===== config.mk =====
export PLATFORM = sky130hd
export DESIGN_NAME = eers_divider
export DESIGN_NICKNAME = d
export VERILOG_FILES = /design/src/design/eers_pkg.sv /design/src/design/eers_divider.sv
export SDC_FILE = /design/constraint.sdc
export NUM_CORES = 1
export LEC_CHECK = 0
export ABC_AREA = 1
export BUFFER_PORTS_ARGS = -buffer_cell sky130_fd_sc_hd__buf_2
export CORE_UTILIZATION = 50
export DETAILED_ROUTE_END_ITERATION = 7
export PLACE_DENSITY = 0.72
export SETUP_SLACK_MARGIN = 0.05
export SLEW_MARGIN = 10
export SYNTH_ARGS = -nofsm -noshare
export SYNTH_HDL_FRONTEND = slang
export SYNTH_SLANG_ARGS = --single-unit

===== constraint.sdc =====
create_clock -name clk_i -period 4.3 [get_ports clk_i]
set_clock_uncertainty 0.15 [all_clocks]
set_input_delay 0.86 -clock clk_i [delete_from_list [all_inputs] [get_ports clk_i]]
set_output_delay 0.86 -clock clk_i [all_outputs]
set_load 0.05 [all_outputs]

===== src/design/eers_pkg.sv =====
package eers_pkg;

  localparam int MAX_SCORES_DEF = 1024;
  localparam int RATE_FRAC_DEF  = 16;

  localparam int SCORE_W   = 21;
  localparam int THR_W     = 17;
  localparam int NT_W      = THR_W + 1;
  localparam int OUT_W     = 17;
  localparam int TOTAL_W   = 11;
  localparam int CFG_IDX_W = 1;

  // one histogram bin per saturated score value -1 .. 100001
  localparam int HIST_DEPTH = 100003;
  localparam int HIST_AW    = $clog2(HIST_DEPTH);

  localparam logic [HIST_AW-1:0]        HIST_LAST  = HIST_AW'(HIST_DEPTH - 1);
  localparam logic signed [SCORE_W:0]   IDX_TOP    = (SCORE_W + 1)'(HIST_DEPTH - 1);
  localparam logic signed [SCORE_W:0]   IDX_ONE    = (SCORE_W + 1)'(1);
  localparam logic [THR_W-1:0]          THRESH_CAP = THR_W'(100000);
  localparam logic [THR_W-1:0]          STEP_RESET = THR_W'(1);

  typedef enum logic [CFG_IDX_W-1:0] {
    CFG_STEP = 1'b0,
    CFG_MAX  = 1'b1
  } cfg_idx_e;

  typedef struct packed {
    logic             start;
    logic             valid;
    logic [THR_W-1:0] thr;
  } eval_cmd_t;

endpackage


===== src/design/eers_divider.sv =====
module eers_divider #(
  parameter int NW = 23,
  parameter int F  = eers_pkg::RATE_FRAC_DEF
) (
  input  logic          clk_i,
  input  logic          rst_ni,
  input  logic          start_i,
  input  logic [NW-1:0] num_i,
  input  logic [NW-1:0] den_i,
  output logic          done_o,
  output logic [F:0]    quot_o
);

  localparam int XW   = NW + F + 1;
  localparam int QW   = F + 1;
  localparam int CNTW = $clog2(QW);

  logic [XW-1:0]   x_q, d_q;
  logic [QW-1:0]   q_q;
  logic [CNTW-1:0] cnt_q;
  logic            busy_q, done_q, zero_q;
  logic            ge;

  assign ge = x_q >= d_q;

  always_ff @(posedge clk_i or negedge rst_ni) begin
    if (!rst_ni) begin
      busy_q <= 1'b0;
      done_q <= 1'b0;
    end else begin
      done_q <= 1'b0;
      if (start_i) begin
        busy_q <= 1'b1;
      end else if (busy_q && cnt_q == '0) begin
        busy_q <= 1'b0;
        done_q <= 1'b1;
      end
    end
  end

  // quotient is below 2^(F+1), so only F+1 restoring steps are needed
  always_ff @(posedge clk_i) begin
    if (start_i) begin
      x_q    <= (XW'(num_i) << F) + XW'(den_i >> 1);
      d_q    <= XW'(den_i) << F;
      q_q    <= '0;
      cnt_q  <= CNTW'(QW - 1);
      zero_q <= den_i == '0;
    end else if (busy_q) begin
      if (ge) begin
        x_q <= x_q - d_q;
      end
      q_q   <= {q_q[QW-2:0], ge};
      d_q   <= d_q >> 1;
      cnt_q <= cnt_q - CNTW'(1);
    end
  end

  assign done_o = done_q;
  assign quot_o = zero_q ? '0 : q_q;

endmodule


Word-level counts from Yosys, hierarchy flattened
Index checks and enable logic that the tools add are counted.
- bits in registers: 104
- bits of input ports: 49
- output and inout port bits: 18
- order comparisons: 1
- $add $sub $neg: 3
- muxes and demuxes: 10
- reductions and logical operators: 7
- operators by type and width (cell ; number):
    two-way mux 40 bit ; 3
    two-way mux 39 bit ; 2
    adder 39 x 22 -> 40 bit ; 1
    >= comparator 40 x 39 -> 1 bit ; 1
    subtractor 40 x 39 -> 40 bit ; 1
    zero test 23 bit ; 1
    two-way mux 17 bit ; 1
    nonzero test 2 bit ; 3
    zero test 5 bit ; 1
    subtractor 5 x 1 -> 5 bit, second input constant ; 1
    two-way mux 1 bit ; 4
    AND reduction 2 bit ; 1
    logical AND 1 bit ; 1

Logic depth before layout (Yosys ltp)
- depth in word-level cells: 4
- mapped depth: 16

Worst setup path before layout
Ideal clock, no wire load.
- path kind: reg2reg
- start point: register x_q[0]
- end point: register x_q[0], enable pin
- required time: 3.618 ns
- cell stages (with the launch flop): 16
- period minus slack after synthesis: 3.097 ns
- arrival: 2.415 ns
- buffers on the path: 0
- slack: 1.203 ns
- path through: edfxtp_1 -> inv_1 -> ha_1 -> inv_1 -> fa_1 -> nand2_1 -> nand3_1 -> and2_4 -> nand2_1 -> nand2_1 -> nand2_1 -> nand3_1 -> nand3_1 -> nand2_1 -> nand2_1 -> nand2_1
- longest elaborated chain between the ends: 3
- ends and longest elaborated chain (item ; RTL line ; RTL):
    from (decl) ; eers_divider.sv:18 ; logic [XW-1:0] x_q, d_q;
    from (signal assigned) ; eers_divider.sv:44 ; x_q <= (XW'(num_i) << F) + XW'(den_i >> 1);
    from (signal assigned) ; eers_divider.sv:51 ; x_q <= x_q - d_q;
    >= comparator 40 x 39 -> 1 bit ; eers_divider.sv:24 ; assign ge = x_q >= d_q;
    nonzero test 2 bit (no line) ; -- ;
    AND reduction 2 bit (no line) ; -- ;
No other way between the ends.
A chain may end at the register's enable or synchronous reset.

Final worst setup path
- start point: register x_q[0]
- end point: register x_q[27], enable pin
The elaborated chain is that of the path after synthesis.

==> results.txt <==
----------------------------------------------------
[Routing]
  Via Count ... 7525
  WL/cell ... 15.9 um
  1st-pass router iterations ... 5
  Detailed Route WL ... 22.5 mm
  Remaining routing DRC violations ... 0
  Remaining antenna violation count after routing ... 0
  Number of vias per cell ... 5.31
  Initial DRC count ... 631

[Power]
  Part of the power in combinational logic ... 0.575
  Static leakage power ... 4.39 nW
  Clk pwr share ... 0.155
  P per Cell Area ... 665 nW/um^2
  Reg power frac ... 0.270
  Worst IR Drop VDD ... 293 uV
  Power spent charging and discharging nets ... 2.82 mW
  Cell Int Power ... 2.93 mW
  Net Sw Frac ... 0.490

[STA]
  Count of pins over their slew limit ... 0
  TNS Setup ... 0 ns
  Number of endpoints with negative hold slack in the final report ... 0
  Time the worst path needs with I/O delays and setup ... 3.28 ns
  Setup violation total in the final timing report ... 0
  Actual slew at the worst max-slew pin ... 1.02 ns
  RSZ-0062 raised after global routing ... false
  Top achievable clock speed ... 305 MHz
  Slew margin rel. ... 0.318
  Final Cycle Share ... 0.763

[Synth]
  Share of flip-flops with an asynchronous set or reset after synthesis ... 0.0192
  Top-area cell type share of the netlist area ... 0.247
  Cell count after synthesis ... 1160
  Average footprint of a synthesized cell ... 6.72 um^2
  Portion of the post-synthesis area used by sequential elements ... 0.351
  Dominant cell by count in the synthesized netlist ... nand2_1
  Most area-hungry cell type in the Yosys netlist ... edfxtp_1
  Count of unique library cells instantiated by Yosys ... 42
  Count of yosys warnings during synthesis ... 0
  Leading post-synthesis cells by cell area ... edfxtp_1, nand2_1, inv_1
  Post-synthesis sequential element count ... 104
  Number of flops mapped to enable cells by yosys ... 64
  Most used flip-flop cell after synthesis ... edfxtp_1
  Cell area after technology mapping ... 7790 um^2
  Cell types with the highest counts after synthesis ... nand2_1, inv_1, nor2_1, nand3_1, edfxtp_1
  Net Count, Synth ... 1258

[Layout]
  Multi-input gate area ... 4150 um^2
  Total number of nets in the final design ... 1321
  Fraction of final layout cells sized beyond drive strength 1 ... 0.0945
  Inserted Diodes ... 0
  Count of placed standard cells in the final layout, fillers left out ... 1416
  Filler Cell Count ... 1491
  Area growth from synthesis to layout ... 10.9%
  Sequential cell area ... 2730 um^2

[Clocking]
  H-tree levels ... 3
  Number of CTS-inserted buffers ... 9
  CTS Buffer Depth ... 2
  Worst skew pair latency ... 0.38 ns
  Resized cells post-CTS ... 0
  CTS tree ... done
  Clock slew seen by the registers of the worst setup and hold paths ... 0.09 ns
  CTS sink count ... 104
  Number of buffers inserted for hold repair after clock tree synthesis ... 0
  Setup bufs post-CTS ... 0
  Library cell used as clock root buffer ... clkbuf_16

[Floorplan]
  Total die area ... 16100 um^2
  Die span in x ... 127 um
  Row cnt ... 45
  # IOs ... 67
  Die span in y ... 127 um
  Starting Density ... 0.513
  Core outline area ... 15200 um^2

[Worst setup path]
  Crit Path Category ... register to register
  Maximum net fanout on the critical path ... 26
  Data arrival time of the critical path ... 3.16 ns
  Critical path launch point type ... register
  Data required time at the worst endpoint ... 4.18 ns
  Critical path endpoint category ... register

[Global route]
  Via count of the first global-routing pass ... 7084
  Congestion Overflow GR ... 0
  Global-route wire length before repair ... 36.0 mm
  Maximum number of pins on one net before global-route repair ... 61
  Antenna violations before repair ... 0
  Total routing resource utilization after global routing ... 0.290

[Run]
  Count of maximum capacitance violations ... 0

[Worst hold path]
  Tightest Hold Check Type ... primary input to asynchronous set/reset pin

[Outcome]
  Run status ... complete, no violations

[Placement]
  Port Buffers ... 66
  Final weighted congestion in routability-driven placement ... 0.964
  DPL Wire Length ... 17.6 mm
  Count of placed standard cells including taps ... 1400

----------------------------------------------------
power groups by stage:
stage               combinational [mW]  clock [mW]  sequential, mW
floorplan                         2.42           0            1.54
global placement                  3.22           0            1.56
detailed placement                3.25           0            1.57
CTS                               3.26       0.911            1.55
global route                      3.73       0.947            1.57
finish                            3.31       0.893            1.55
state kept, by name, indices dropped and copies added (netlist names):
| name | cells |
|---|---|
| zero_q | 1 |
| busy_q | 1 |
| d_q | 39 |
| cnt_q | 5 |
| q_q | 17 |
| x_q | 40 |
| done_o | 1 |
per-stage QoR:
step	area (um^2)	setup slack, ns	hold slack, ns	utilization	power, mW
global placement	8330	1.11	0.308	0.548	4.78
global route	8640	0.749	0.0953	0.569	6.26
finish	8640	1.02	0.104	0.569	5.75
floorplan	7790	1.20	0.276	-	3.96
detailed placement	8330	1.05	0.305	0.548	4.82
CTS	8640	1.03	0.0973	0.569	5.72
placed cells by master, fill, tap and decap left out, types with 9 or more instances in the layout:
cell type and n:
a21oi_1 53, buf_2 66, clkbuf_16 9, dfxtp_1 38, edfxtp_1 64, ha_1 47
inv_1 218, nand2_1 339, nand3_1 67, nor2_1 116, nor3_1 10, o21ai_0 57
o22ai_1 51
routing by layer:
layer	part of all wire	GRT usage	vias to the layer above
met1	0.44	0.367	3419
li1	-	-	3859
met2	0.49	0.508	204
met4	0.025	0.0910	0
met5	0	0	-
met3	0.048	0.0418	43
cell families after synthesis:
group,Yosys count,synth area share
buf+inv,242,0.117
xor+xnor,14,0.0157
compound gates,176,0.126
simple gates,575,0.310
fa+ha+maj,49,0.0806
flops,104,0.351
area by class of cell:
cell class              count  share of cell area
clock inverters             7              0.0103
well taps                 188              0.0272
multi-input cells         814               0.480
repair buffers             73              0.0443
flip-flops and latches    104               0.316
inverters                 221              0.0960
clock buffers               9              0.0261
worst paths after layout:
check	start	to	slack, ns	depth (start not counted)
min in group clk_i	q_q[0]	q_q[0]	0.32	2
max in group asynchronous	rst_ni	done_o	3.78	1
hold / removal	rst_ni	busy_q	0.10	1
setup reg to reg	x_q[0]	x_q[27]	1.02	16
setup / recovery	x_q[0]	x_q[27]	1.02	16
hold reg to reg	q_q[0]	q_q[0]	0.32	2
critical path: stages, from the launching register on:
cell and delay (ns):
edfxtp_1 0.33, inv_1 0.04, ha_1 0.18, inv_1 0.11, fa_1 0.27, nand2_1 0.09, nand3_1 0.07, and2_4 0.16
nand2_1 0.05, nand2_1 0.17, nand2_1 0.08, nand3_1 0.13, nand3_1 0.09, nand2_1 0.13, nand2_1 0.08, nand2_2 0.33
buf_4 0.45
(Power assumes the default switching activity.)
