<file path="config.mk">
export PLATFORM = sky130hd
export DESIGN_NAME = eers_best_track
export DESIGN_NICKNAME = d
export VERILOG_FILES = /design/src/design/eers_pkg.sv /design/src/design/eers_best_track.sv
export SDC_FILE = /design/constraint.sdc
export NUM_CORES = 1
export LEC_CHECK = 0
export ABC_AREA = 1
export BUFFER_PORTS_ARGS = -buffer_cell sky130_fd_sc_hd__buf_4
export CAP_MARGIN = 0
export CORE_UTILIZATION = 40
export CTS_BUF_LIST = sky130_fd_sc_hd__clkbuf_16
export DETAILED_ROUTE_END_ITERATION = 8
export PLACE_DENSITY = 0.57
export SYNTH_ARGS = -nofsm -noshare
export SYNTH_HDL_FRONTEND = slang
export SYNTH_SLANG_ARGS = --single-unit
export TNS_END_PERCENT = 10
</file>
<file path="constraint.sdc">
create_clock -name clk_i -period 24.6 [get_ports clk_i]
set_input_delay 1.23 -clock clk_i [delete_from_list [all_inputs] [get_ports clk_i]]
set_output_delay 1.23 -clock clk_i [all_outputs]
set_load 0.02 [all_outputs]
</file>
<file path="src/design/eers_pkg.sv">
package eers_pkg;

  localparam int MAX_SCORES_DEF = 1024;
  localparam int RATE_FRAC_DEF  = 16;

  localparam int SCORE_W   = 21;
  localparam int THR_W     = 17;
  localparam int NT_W      = THR_W + 1;
  localparam int OUT_W     = 17;
  localparam int TOTAL_W   = 11;
  localparam int CFG_IDX_W = 1;

  // one histogram bin per saturated score value -1 .. 100001
  localparam int HIST_DEPTH = 100003;
  localparam int HIST_AW    = $clog2(HIST_DEPTH);

  localparam logic [HIST_AW-1:0]        HIST_LAST  = HIST_AW'(HIST_DEPTH - 1);
  localparam logic signed [SCORE_W:0]   IDX_TOP    = (SCORE_W + 1)'(HIST_DEPTH - 1);
  localparam logic signed [SCORE_W:0]   IDX_ONE    = (SCORE_W + 1)'(1);
  localparam logic [THR_W-1:0]          THRESH_CAP = THR_W'(100000);
  localparam logic [THR_W-1:0]          STEP_RESET = THR_W'(1);

  typedef enum logic [CFG_IDX_W-1:0] {
    CFG_STEP = 1'b0,
    CFG_MAX  = 1'b1
  } cfg_idx_e;

  typedef struct packed {
    logic             start;
    logic             valid;
    logic [THR_W-1:0] thr;
  } eval_cmd_t;

endpackage

</file>
<file path="src/design/eers_best_track.sv">
module eers_best_track #(
  parameter int CW = $clog2(eers_pkg::MAX_SCORES_DEF + 1)
) (
  input  logic                          clk_i,
  input  logic                          rst_ni,
  input  eers_pkg::eval_cmd_t           cmd_i,
  input  logic [CW-1:0]                 below_imp_i,
  input  logic [CW-1:0]                 below_gen_i,
  input  logic [CW-1:0]                 imp_total_i,
  input  logic [CW-1:0]                 gen_total_i,
  output logic                          busy_o,
  output logic [eers_pkg::THR_W-1:0]    best_t_o,
  output logic [CW-1:0]                 best_fa_o,
  output logic [CW-1:0]                 best_fr_o,
  output logic [2*CW-1:0]               best_a_o,
  output logic [2*CW-1:0]               best_b_o
);

  import eers_pkg::*;

  localparam int PW = 2 * CW;

  logic [CW-1:0]    gen_d, imp_d, fa, fr;
  logic [PW-1:0]    a_prod, b_prod, diff;
  logic             e1_valid_q, have_q;
  logic [THR_W-1:0] e1_t_q, best_t_q;
  logic [CW-1:0]    e1_fa_q, e1_fr_q, best_fa_q, best_fr_q;
  logic [PW-1:0]    e1_a_q, e1_b_q, best_a_q, best_b_q, best_diff_q;
  logic             take;

  always_comb begin
    gen_d  = (gen_total_i == '0) ? CW'(1) : gen_total_i;
    imp_d  = (imp_total_i == '0) ? CW'(1) : imp_total_i;
    fa     = (imp_total_i == '0) ? '0 : imp_total_i - below_imp_i;
    fr     = (gen_total_i == '0) ? '0 : below_gen_i;
    a_prod = PW'(fa) * PW'(gen_d);
    b_prod = PW'(fr) * PW'(imp_d);
    diff   = (e1_a_q > e1_b_q) ? e1_a_q - e1_b_q : e1_b_q - e1_a_q;
    // strict compare keeps the first threshold on ties
    take   = e1_valid_q && (!have_q || diff < best_diff_q);
  end

  always_ff @(posedge clk_i or negedge rst_ni) begin
    if (!rst_ni) begin
      e1_valid_q <= 1'b0;
      have_q     <= 1'b0;
    end else begin
      e1_valid_q <= cmd_i.valid;
      if (cmd_i.start) begin
        have_q <= 1'b0;
      end else if (take) begin
        have_q <= 1'b1;
      end
    end
  end

  always_ff @(posedge clk_i) begin
    if (cmd_i.valid) begin
      e1_t_q  <= cmd_i.thr;
      e1_fa_q <= fa;
      e1_fr_q <= fr;
      e1_a_q  <= a_prod;
      e1_b_q  <= b_prod;
    end
    if (take) begin
      best_diff_q <= diff;
      best_t_q    <= e1_t_q;
      best_fa_q   <= e1_fa_q;
      best_fr_q   <= e1_fr_q;
      best_a_q    <= e1_a_q;
      best_b_q    <= e1_b_q;
    end
  end

  assign busy_o    = e1_valid_q;
  assign best_t_o  = best_t_q;
  assign best_fa_o = best_fa_q;
  assign best_fr_o = best_fr_q;
  assign best_a_o  = best_a_q;
  assign best_b_o  = best_b_q;

endmodule

</file>
**Yosys cells after proc, flatten, opt, wreduce, memory -nomap -nowiden**

Index checks and enable logic that the tools add are counted.

- Div/mod/pow operators: 0
- Equal/unequal tests: 0
- Reductions and logical operators: 6
- Add/subtract/negate cells: 3
- Bitwise logic cells: 0
- Order comparisons: 2
- $mul: 2
- Shift operators: 0
- Mux-type cells: 7

Operators with widths:

| cell | number |
|---|---|
| $mul A11 B11 Y22 | 2 |
| $mux W11 | 4 |
| $sub A22 B22 Y22 | 2 |
| $gt A22 B22 Y1 | 1 |
| $logic_not A11 Y1 | 2 |
| $lt A22 B22 Y1 | 1 |
| $mux W22 | 1 |
| $sub A11 B11 Y11 | 1 |
| $mux W1 | 2 |
| $reduce_bool A2 Y1 | 1 |
| $logic_and A1 B1 Y1 | 1 |
| $logic_not A1 Y1 | 1 |
| $logic_or A1 B1 Y1 | 1 |

- RAM bits: 0
- Memory bits (read-only): 0
- Output and inout port bits: 84
- Flip-flop bits (word level): 190
- Memories: 0
- Logic and storage cells: 33
- Input bits: 65
- Latch bits: 0

**Depth between registers and ports, before layout**

Gate-level depths: netlist of the first run.

- Depth in word-level cells: 7
- Gate-level depth with buffers: 30
- Gate-level depth less buffers: 30

**Least setup slack after synthesis of the first run**

No wires, ideal clock.

- Path kind: register -> register
- From: reg e1_a_q[0]
- To: reg best_a_q[0], in the netlist best_a_o[0] (enable)
- Setup time: 0.729 ns
- Required time: 23.871 ns
- Cell stages (with the launch flop): 22
- Arrival time: 10.073 ns
- Path slack: 13.798 ns
- Buffers on the path: 1
- Period minus slack after synthesis: 10.802 ns
- Cell sequence: edfxtp_1 inv_1 ha_1 inv_1 fa_1 nand2_1 nand3_2 nand3_1 nand3_2 nand2_4 buf_4 nand2_1 nand2_1 inv_1 ha_1 a21oi_1 nor2_1 nor2_1 o211ai_1 nand2_1 nand3_1 a21boi_0

- Cells in the longest elaborated chain, start to end: 5
- Elaborated cells on any way between the ends: 7
- Those cells by class: add/sub: 2; order compare: 2; mux: 1; reduce/logical: 2

RTL lines:

| what | RTL line | text |
|---|---|---|
| start, declared | eers_best_track.sv:28 | `logic [PW-1:0] e1_a_q, e1_b_q, best_a_q, best_b_q, best_diff_q;` |
| start signal, assigned | eers_best_track.sv:62 | `e1_a_q <= a_prod;` |
| $sub A22 B22 Y22 or $gt A22 B22 Y1 (tied branches) | eers_best_track.sv:38 | `diff = (e1_a_q > e1_b_q) ? e1_a_q - e1_b_q : e1_b_q - e1_a_q;` |
| $mux W22 (*) | eers_best_track.sv:38 |  |
| named net diff[3] | eers_best_track.sv:24 | `logic [PW-1:0] a_prod, b_prod, diff;` |
| $lt A22 B22 Y1 (*) | eers_best_track.sv:40 | `take = e1_valid_q && (!have_q \|\| diff < best_diff_q);` |
| $logic_or A1 B1 Y1 (*) | eers_best_track.sv:40 |  |
| $logic_and A1 B1 Y1 (*) | eers_best_track.sv:40 |  |
| named net take | eers_best_track.sv:29 | `logic take;` |
| end signal, assigned | eers_best_track.sv:70 | `best_a_q <= e1_a_q;` |
| end, declared | eers_best_track.sv:28 |  |

The timed path passes the listed nets; every way through them passes the cells marked *.
A chain may end at the register's enable or synchronous reset.

**Final worst setup path of the first run**

- From: in imp_total_i[0]
- To: reg e1_a_q[21] (data pin)

- Cells in the longest elaborated chain, start to end: 3
- Elaborated cells on any way between the ends: 4
- Those cells by class: add/sub: 1; mul: 1; mux: 1; reduce/logical: 1

RTL lines:

| what | RTL line | text |
|---|---|---|
| start, declared | eers_best_track.sv:9 | `input logic [CW-1:0] imp_total_i,` |
| $sub A11 B11 Y11 or $logic_not A11 Y1 (tied branches) | eers_best_track.sv:34 | `fa = (imp_total_i == '0) ? '0 : imp_total_i - below_imp_i;` |
| $mux W11 (*) | eers_best_track.sv:34 |  |
| named net fa[8] | eers_best_track.sv:23 | `logic [CW-1:0] gen_d, imp_d, fa, fr;` |
| $mul A11 B11 Y22 (*) | eers_best_track.sv:36 | `a_prod = PW'(fa) * PW'(gen_d);` |
| named net a_prod[21] | eers_best_track.sv:24 |  |

Marks and branches as above.

==> results of run 1 <==
critical path, stage by stage:
cell and delay [ns]:
sky130_fd_sc_hd__buf_4 0.09, sky130_fd_sc_hd__inv_1 0.06, sky130_fd_sc_hd__ha_1 0.19, sky130_fd_sc_hd__fa_1 0.38, sky130_fd_sc_hd__inv_1 0.13, sky130_fd_sc_hd__nand3_1 0.08, sky130_fd_sc_hd__nand2_1 0.13, sky130_fd_sc_hd__nand4_1 0.12
sky130_fd_sc_hd__nand3_1 0.11, sky130_fd_sc_hd__nand3_2 0.24, sky130_fd_sc_hd__inv_1 0.25, sky130_fd_sc_hd__nand2_1 0.11, sky130_fd_sc_hd__fa_1 0.50, sky130_fd_sc_hd__fa_1 0.52, sky130_fd_sc_hd__inv_1 0.06, sky130_fd_sc_hd__fa_1 0.50
sky130_fd_sc_hd__fa_1 0.49, sky130_fd_sc_hd__inv_1 0.05, sky130_fd_sc_hd__fa_1 0.47, sky130_fd_sc_hd__inv_1 0.04, sky130_fd_sc_hd__ha_1 0.34, sky130_fd_sc_hd__nand2_1 0.12, sky130_fd_sc_hd__nor2_1 0.21, sky130_fd_sc_hd__nand4_1 0.11
sky130_fd_sc_hd__o21ai_0 0.40, sky130_fd_sc_hd__nand2_1 0.14, sky130_fd_sc_hd__nand3b_1 0.11, sky130_fd_sc_hd__nand2_1 0.06
worst paths after layout:
| kind | to | slack, ns | startpoint | cells past startpoint |
|---|---|---|---|---|
| setup / recovery | e1_a_q[21] | 17.60 | imp_total_i[0] | 28 |
| hold / removal | best_t_o[15] | 0.42 | e1_t_q[15] | 0 |
| setup reg to reg | best_fa_o[1] | 19.37 | e1_a_q[15] | 23 |
| hold reg to reg | best_t_o[15] | 0.42 | e1_t_q[15] | 0 |
| max in group asynchronous | busy_o | 24.02 | rst_ni | 1 |
| min in group asynchronous | have_q | 0.50 | rst_ni | 1 |
routing by layer:
metal,share of wire [%],up-vias,GRT usage (%),wire [um]
met5,0,-,0,0
met3,4.4,68,3.69,2110
met4,2.6,0,7.30,1260
li1,-,7007,-,-
met1,45,6747,27.6,21500
met2,48,367,37.1,23100
synth_stat cells (5+ instances only):
cell	number
sky130_fd_sc_hd__nand2_1	560
sky130_fd_sc_hd__edfxtp_1	188
sky130_fd_sc_hd__a21boi_0	5
sky130_fd_sc_hd__a21o_1	6
sky130_fd_sc_hd__nand3_1	76
sky130_fd_sc_hd__nor2_1	206
sky130_fd_sc_hd__nand3_2	6
sky130_fd_sc_hd__xor2_1	39
sky130_fd_sc_hd__fa_1	163
sky130_fd_sc_hd__nand2_2	8
sky130_fd_sc_hd__nor2_2	5
sky130_fd_sc_hd__o21bai_1	8
sky130_fd_sc_hd__nand4_1	24
sky130_fd_sc_hd__nor3_1	13
sky130_fd_sc_hd__inv_1	491
sky130_fd_sc_hd__xnor2_1	15
sky130_fd_sc_hd__ha_1	195
sky130_fd_sc_hd__clkbuf_1	7
sky130_fd_sc_hd__o21ai_0	25
sky130_fd_sc_hd__a21oi_1	73
sky130_fd_sc_hd__clkinv_1	8
sky130_fd_sc_hd__inv_2	10
logic make-up (layout without fill, tap and decap cells):
logic type	count (synthesis)	after routing	share of synthesized area, %
other	0	1	0
AO/OA/AOI/OAI	125	125	3.72
XOR/XNOR	54	54	2.57
AND/OR/NAND/NOR	919	919	20.9
adder cells (fa/ha/maj)	358	358	31.0
buffers and inverters	526	693	10.9
flip-flops	190	190	30.9
area by class of cell:
class | instances | area (um^2) | area share, %
diodes | 1 | 2.50 | 0.0120
clock buffers | 17 | 425 | 2.04
clock inverters | 15 | 189 | 0.907
inverters | 510 | 1920 | 9.20
multi-input cells | 1456 | 10700 | 51.4
flip-flops and latches | 190 | 5700 | 27.3
well taps | 600 | 751 | 3.60
repair buffers | 151 | 1130 | 5.44
sequential cells by signal (all words and copies together) (netlist names):
signal	count
e1_fr_q	11
e1_t_q	17
best_diff_q	22
e1_a_q	22
best_t_o	17
have_q	1
best_fr_o	11
e1_b_q	22
best_fa_o	11
busy_o	1
best_a_o	22
best_b_o	22
e1_fa_q	11
metrics by stage:
step | cell area (um^2) | setup slack (ns) | hold WS, ns | utilization, %
floorplan | 18400 | 13.80 | 0.400 | -
global placement | 20200 | 17.09 | 0.401 | 44.5
detailed placement | 20200 | 17.11 | 0.405 | 44.5
CTS | 20800 | 17.65 | 0.421 | 45.9
global route | 20800 | 17.11 | 0.429 | 45.9
finish | 20800 | 17.60 | 0.419 | 45.9
==> flow_summary_export.csv, run 1 <==
group,metric,value,unit
synth,synth_top_cell_by_area,"sky130_fd_sc_hd__edfxtp_1",
placed_design,detailedPlacementHpwl,40.0,mm
grt,grt_remaining_overflow,0,
synth,yosysWarningCount,0,
setup_path,crit_path_max_fanout,8,
route,drt-initial-drc-count,821,
synth,seq_area_frac_synth,30.9,%
layout,mostFrequentLayoutCell,"sky130_fd_sc_hd__nand2_1",
setup_path,worst-endpoint-required,24.86,ns
route,postRouteAntennaNets,0,
timing,max-slew-margin-rel,45.4,%
timing,maxClockFrequency,143,MHz
grt,vias_in_the_first_global_route,14956,
cts,cts_inserted_buffers,17,
cts,clock_tree.htree_level_count,4,
setup_path,worst_ep_arrival_time,7.26,ns
timing,timing.setup.tns,0,ns
timing,worst_slew_pin_slew,0.819,ns
timing,grt_setup_unrepaired,"false",
layout,layout.cells.non_filler,2940,
grt,initial_antenna_violation_count,1,
layout,layout_common_cells,"sky130_fd_sc_hd__nand2_1 (560), sky130_fd_sc_hd__inv_1 (491), sky130_fd_sc_hd__nor2_1 (206)",
timing,finalSetupViolCount,0,
layout,final_layout_size_suffix_gt1_share,9.79,%
die,boundaryPins,149,
die,die_area,46900,um^2
layout,area_growth_syn_to_layout,13.2,%
synth,ys_ff_latch,190,
route,wirelength,48.0,mm
route,routed_via_density,4.83,
synth,synth_area,18400,um^2
synth,synthTopCellsByArea,"sky130_fd_sc_hd__edfxtp_1 (31%), sky130_fd_sc_hd__fa_1 (18%), sky130_fd_sc_hd__ha_1 (13%), sky130_fd_sc_hd__nand2_1 (11%), sky130_fd_sc_hd__inv_1 (10%)",
timing,layout_worst_path_cycle_share,28.5,%
die,core_area,45400,um^2
flow_run,cap_viol_max_count,0,
grt,global_route_wire_length_before_repair,77.9,mm
route,drt_pre_antenna_iters,5,
synth,edff_count_synth,188,
synth,synthesis.nets,2595,
grt,groute.usage.overall,21.7,%
die,die_w,217,um
setup_path,type_of_element_launching_the_critical_path,"primary input",
synth,synth_cell_types,40,
setup_path,worstSetupEndpointType,"flip-flop",
cts,cts_setup_buffers,0,
synth,synth_top_cell_area_share,30.7,%
die,initial_cell_density_of_the_core,40.6,%
layout,finish.net_count,2749,
timing,timing.final.hold_violations,0,
setup_path,critical_path_class,"primary input to flip-flop",
synth,synth_ff_type,"sky130_fd_sc_hd__edfxtp_1",
die,chipHeight,217,um
run_status,status,"finished, final reports clean",
synth,number_of_cells_produced_by_synthesis,2172,
placed_design,finalWeightedCongestion,0.923,
route,wire_per_inst,16.3,um
route,vias,14189,
synth,async_reset_ff_share,1.05,%
placed_design,placedCellCount,2907,
cts,insertion_delay,0.49,ns
cts,clock_tree.buffer_depth,2,
route,drc_errors,0,
grt,grt_max_degree,63,
hold_path,worst_hold_path_type,"flip-flop to flip-flop",
die,fp-row-count,78,
cts,cts_root_buffer_type,"sky130_fd_sc_hd__clkbuf_16",
cts,cts_num_sinks,190,
cts,post_cts.resized_instances,0,
cts,cts_hold_repair.buffers,0,
synth,synth.avg_cell_area,8.47,um^2
placed_design,io_buffers,148,
cts,clkTransAtPathRegs,0.08,ns
timing,timing.final.max_slew_violations,0,
layout,final.fill_count,4526,
timing,min_period,7.00,ns
timing,layout_skew,0.00903,ns
cts,tritoncts_clock_tree,"built",
Power of run 1 is left out: the tool's default activity adds up to more than one toggle a clock period on the data nets, which glitch-free logic cannot reach.
==> run 2: changes to the inputs <==
- PLACE_DENSITY: 0.57 -> 0.59
- clock period: 24.6 -> 6.12 ns (I/O delays scaled with it)
==> flow_summary_export.csv, run 2 (synthesized netlist as in run 1, its figures left out) <==
group,metric,value,unit
setup_path,crit_path_max_fanout,7,
route,top_metal_used,"met4",
die,initial_cell_density_of_the_core,40.6,%
die,die_area,46900,um^2
route,drt-initial-drc-count,859,
route,drt_pre_antenna_iters,7,
setup_path,cp.buffers_inverters,7,
grt,grt_remaining_overflow,0,
route,drc_errors,0,
route,postRouteAntennaNets,0,
route,met3_wirelength,2.45,mm
flow_run,cap_viol_max_count,0,
placed_design,io_buffers,148,
timing,min_period,5.64,ns
grt,global_route_wire_length_before_repair,79.7,mm
route,wirelength,48.5,mm
grt,grt_max_degree,55,
setup_path,reg2reg_from,"e1_a_q[15]",
placed_design,detailedPlacementHpwl,40.5,mm
run_status,status,"finished, final reports clean",
cts,cts_num_sinks,190,
die,core_area,45400,um^2
die,fp-row-count,78,
layout,insertedDiodeCount,0,
layout,area_growth_syn_to_layout,16.3,%
route,routed_via_density,4.81,
route,route.layer.met1.wl,21.8,mm
setup_path,crit_slowest_cell,"sky130_fd_sc_hd__fa_1",
setup_path,flop2flop_setup_slack,1.37,ns
cts,tritoncts_clock_tree,"built",
setup_path,worst_r2r_path_depth,22,
placed_design,finalWeightedCongestion,0.935,
hold_path,worst_hold_path_type,"primary input to asynchronous set/reset pin",
setup_path,startpoint,"imp_total_i[0]",
setup_path,type_of_element_launching_the_critical_path,"primary input",
cts,clkTransAtPathRegs,0.09,ns
timing,max-slew-margin-rel,45.1,%
die,boundaryPins,149,
route,detailed_route_wirelength_on_metal2,22.9,mm
timing,maxClockFrequency,177,MHz
grt,groute.usage.overall,22.0,%
die,die_w,217,um
timing,timing.final.hold_violations,0,
layout,final_layout_size_suffix_gt1_share,11.5,%
timing,worst_slew_pin_slew,0.824,ns
route,wire_per_inst,16.1,um
grt,vias_in_the_first_global_route,15252,
cts,clock_tree.htree_level_count,4,
die,chipHeight,217,um
setup_path,critical_path_class,"primary input to flip-flop",
setup_path,worst_ep_arrival_time,5.91,ns
setup_path,worstSetupEndpointType,"flip-flop",
layout,mostFrequentLayoutCell,"sky130_fd_sc_hd__nand2_1",
setup_path,cp_common_cell,"sky130_fd_sc_hd__fa_1",
grt,initial_antenna_violation_count,0,
timing,timing.final.max_slew_violations,0,
layout,layout.cells.non_filler,3006,
setup_path,cpLargestDelayFamily,"adder cells",
placed_design,placedCellCount,2955,
timing,layout_worst_path_cycle_share,92.2,%
setup_path,worst_r2r_endpoint,"best_fr_o[3]",
timing,grt_setup_unrepaired,"false",
cts,cts_root_buffer_type,"sky130_fd_sc_hd__clkbuf_16",
cts,insertion_delay,0.50,ns
cts,clock_tree.buffer_depth,2,
setup_path,critPathMaxStageDelay,0.56,ns
cts,cts_inserted_buffers,17,
layout,layout_common_cells,"sky130_fd_sc_hd__nand2_1 (560), sky130_fd_sc_hd__inv_1 (491), sky130_fd_sc_hd__nor2_1 (206)",
timing,layout_skew,0.0216,ns
cts,cts_setup_buffers,0,
setup_path,worst-endpoint-required,6.39,ns
layout,finish.net_count,2816,
timing,worst_hold_slack,0.110,ns
timing,finalSetupViolCount,0,
route,vias,14465,
==> run 2: cell types whose count changed in the layout (fill, tap and decap cells not counted) <==
cell and delta:
sky130_fd_sc_hd__inv_12 +3, sky130_fd_sc_hd__inv_8 +2, sky130_fd_sc_hd__diode_2 -1, sky130_fd_sc_hd__dlygate4sd3_1 +19, sky130_fd_sc_hd__clkinvlp_4 -1, sky130_fd_sc_hd__clkinv_4 +1, sky130_fd_sc_hd__clkinv_2 -1, sky130_fd_sc_hd__clkinv_8 -3
sky130_fd_sc_hd__inv_6 -1, sky130_fd_sc_hd__buf_12 +2, sky130_fd_sc_hd__buf_4 +46
==> run 2: worst register-to-register path, stage by stage, from the launching register on <==
cell and delay [ns]:
sky130_fd_sc_hd__edfxtp_1 0.54, sky130_fd_sc_hd__inv_1 0.08, sky130_fd_sc_hd__ha_1 0.48, sky130_fd_sc_hd__nand2_2 0.16, sky130_fd_sc_hd__nor2_2 0.14, sky130_fd_sc_hd__nand2_1 0.08
sky130_fd_sc_hd__inv_1 0.08, sky130_fd_sc_hd__nand3_1 0.09, sky130_fd_sc_hd__nand3_2 0.10, sky130_fd_sc_hd__nand2_4 0.20, sky130_fd_sc_hd__inv_4 0.30, sky130_fd_sc_hd__nand2_1 0.08
sky130_fd_sc_hd__nand2_1 0.07, sky130_fd_sc_hd__inv_1 0.05, sky130_fd_sc_hd__ha_1 0.29, sky130_fd_sc_hd__a21oi_1 0.14, sky130_fd_sc_hd__nor2_1 0.06, sky130_fd_sc_hd__nor2_1 0.08
sky130_fd_sc_hd__o211ai_1 0.11, sky130_fd_sc_hd__nand2_1 0.08, sky130_fd_sc_hd__nand3_1 0.12, sky130_fd_sc_hd__a21boi_4 0.68, sky130_fd_sc_hd__buf_4 0.38
==> run 2: timing repair <==
action	in CTS	in global routing
endpoints found under the hold margin	20	0
resized for setup	0	0
hold buffers	19	0
==> run 2: area by class of cell <==
type,instances,area (um^2)
clock buffer,17,425
clock inverter,15,199
timing repair buffer,218,1710
fill,4487,24000
tap,600,751
inverter,510,1920
sequential,190,5700
multi-input combinational,1456,10700
==> run 2: worst max path at each step <==
stage / to / slack (ns) / depth (start not counted)
6_report: e1_a_q[20] / 0.48 / 27
3_3_place_gp: e1_a_q[20] / 0.1 / 29
2_1_floorplan: best_a_o[0] / 0.09 / 21
5_1_grt: e1_a_q[20] / 0.15 / 28
4_1_cts: e1_a_q[20] / 0.52 / 27
3_5_place_dp: e1_a_q[20] / -0.02 / 27
==> run 2: metal layers <==
| layer | track usage, % | up-vias |
|---|---|---|
| met1 | 28.1 | 6871 |
| met4 | 8.40 | 0 |
| met2 | 36.7 | 370 |
| met3 | 4.34 | 74 |
| met5 | 0 | - |
| li1 | - | 7150 |
==> run 2: per-stage QoR <==
step	TNS (ns)	utilization, %	worst slack (ns)	cell area (um^2)
final	0	47.2	0.479	21400
after global routing	0	47.2	0.147	21400
after CTS	0	47.2	0.515	21400
after detailed placement	-0.0162	45.4	-0.0162	20600
after global placement	0	45.4	0.0963	20600
after floorplan	0	-	0.0859	18400
Power of run 2 is left out for the same reason.
==> run 3: changes to the inputs <==
- PLACE_DENSITY: 0.59 -> 0.56
==> flow_summary_export.csv, run 3 (synthesized netlist as in run 1, its figures left out) <==
group,metric,value,unit
placed_design,pre_cts_ws,-0.0387,ns
timing,maxClockFrequency,176,MHz
grt,global_route_wire_length_before_repair,78.1,mm
route,wirelength,47.7,mm
timing,max-slew-margin-rel,45.6,%
route,drc_errors,0,
setup_path,crit_slowest_cell,"sky130_fd_sc_hd__fa_1",
setup_path,worstSetupEndpoint,"e1_a_q[16]",
timing,timing.final.max_slew_violations,0,
cts,cts_root_buffer_type,"sky130_fd_sc_hd__clkbuf_16",
die,die_w,217,um
cts,clock_tree.htree_level_count,4,
timing,finalSetupViolCount,0,
die,initial_cell_density_of_the_core,40.6,%
grt,grt_remaining_overflow,0,
cts,cts_setup_buffers,0,
cts,insertion_delay,0.50,ns
setup_path,flop2flop_setup_slack,1.51,ns
setup_path,critical_path_class,"primary input to flip-flop",
setup_path,crit_chain,"buf_4 -> ha_1 -> a21oi_1 -> o21bai_1 -> a21oi_1 -> or2_2 -> nand3_2 -> inv_1 -> nand2_1 -> fa_1 -> fa_1 -> fa_1 -> inv_1 -> fa_1 -> inv_1 -> fa_1 -> inv_1 -> ha_1 -> nand2_1 -> nor2_1 -> buf_4 -> nand2_1 -> o21ai_0 -> xor2_1",
setup_path,critPathMaxStageDelay,0.54,ns
die,chipHeight,217,um
setup_path,type_of_element_launching_the_critical_path,"primary input",
layout,mostFrequentLayoutCell,"sky130_fd_sc_hd__nand2_1",
setup_path,startpoint,"imp_total_i[2]",
run_status,status,"finished, final reports clean",
placed_design,detailedPlacementHpwl,39.9,mm
setup_path,cp_common_cell,"sky130_fd_sc_hd__fa_1",
timing,min_period,5.68,ns
setup_path,cp.buffers_inverters,6,
layout,final_layout_size_suffix_gt1_share,11.6,%
setup_path,crit_path_max_fanout,6,
cts,clkTransAtPathRegs,0.08,ns
timing,worst_slack,0.440,ns
route,vias,14393,
timing,timing.final.hold_violations,0,
cts,cts_inserted_buffers,17,
grt,initial_antenna_violation_count,0,
grt,vias_in_the_first_global_route,14989,
hold_path,worst_hold_path_type,"primary input to asynchronous set/reset pin",
setup_path,reg2reg_from,"e1_a_q[15]",
setup_path,cp.depth,24,
cts,tritoncts_clock_tree,"built",
layout,insertedDiodeCount,0,
flow_run,cap_viol_max_count,0,
placed_design,io_buffers,148,
die,boundaryPins,149,
layout,area_growth_syn_to_layout,16.6,%
route,drt-initial-drc-count,698,
die,fp-row-count,78,
setup_path,worstSetupEndpointType,"flip-flop",
timing,layout_worst_path_cycle_share,92.8,%
grt,groute.usage.overall,21.6,%
route,wire_per_inst,15.9,um
setup_path,worst-endpoint-required,6.39,ns
route,drt_pre_antenna_iters,5,
cts,post_cts.resized_instances,0,
setup_path,worst_r2r_endpoint,"best_fr_o[6]",
setup_path,worst_r2r_path_depth,22,
route,postRouteAntennaNets,0,
route,routed_via_density,4.78,
setup_path,worst_ep_arrival_time,5.96,ns
setup_path,cpLargestDelayFamily,"adder cells",
layout,finish.net_count,2819,
die,die_area,46900,um^2
layout,layout_common_cells,"sky130_fd_sc_hd__nand2_1 (560), sky130_fd_sc_hd__inv_1 (491), sky130_fd_sc_hd__nor2_1 (206)",
placed_design,finalWeightedCongestion,0.958,
cts,cts_num_sinks,190,
grt,grt_max_degree,55,
timing,grt_setup_unrepaired,"false",
timing,worst_slew_pin_slew,0.816,ns
cts,clock_tree.buffer_depth,2,
timing,layout_skew,0.0209,ns
die,core_area,45400,um^2
run 3: cell count changes in the layout (fill, tap and decap cells not counted), sizes merged:
cell	change
inv	-1
buf	+3
clkinv	+1
run 3: worst min path at each step:
stage,from,end,slack [ns]
after floorplan,rst_ni,busy_o,0.01
after global placement,rst_ni,have_q,0.09
after detailed placement,rst_ni,busy_o,0.09
after CTS,rst_ni,busy_o,0.09
after global routing,rst_ni,busy_o,0.11
final,rst_ni,busy_o,0.13
run 3: metal layers:
metal  part of all wire (%)  up-vias  wire (um)  global-route usage (%)
met2                     48      317      23000                    36.9
met1                     46     6866      21800                    28.1
li1                       -     7150          -                       -
met3                    4.3       60       2050                    3.58
met4                    1.8        0        867                    6.03
met5                      0        -          0                       0
run 3: layout make-up:
cell class	instances	area [um^2]
fill	4487	23900
multi-input combinational	1456	10700
sequential	190	5700
inverter	510	1920
timing repair buffer	221	1730
tap	600	751
clock buffer	17	425
clock inverter	15	236
run 3: what timing repair did:
action / CTS / global route
setup endpoints to repair: 0 / 0
endpoints found under the hold margin: 20 / 0
hold buffers: 19 / 0
run 3: stage by stage:
stage               hold WS, ns  utilization [%]  TNS, ns  cells  area, um^2
finish                    0.127             47.3        0   3009       21500
global route              0.111             47.3        0   3009       21500
floorplan                0.0104                -        0   2172       18400
CTS                      0.0917             47.3        0   3009       21500
detailed placement       0.0889             45.4  -0.0387   2958       20600
global placement         0.0894             45.4  -0.0545   2958       20600
Power of run 3 is left out for the same reason.
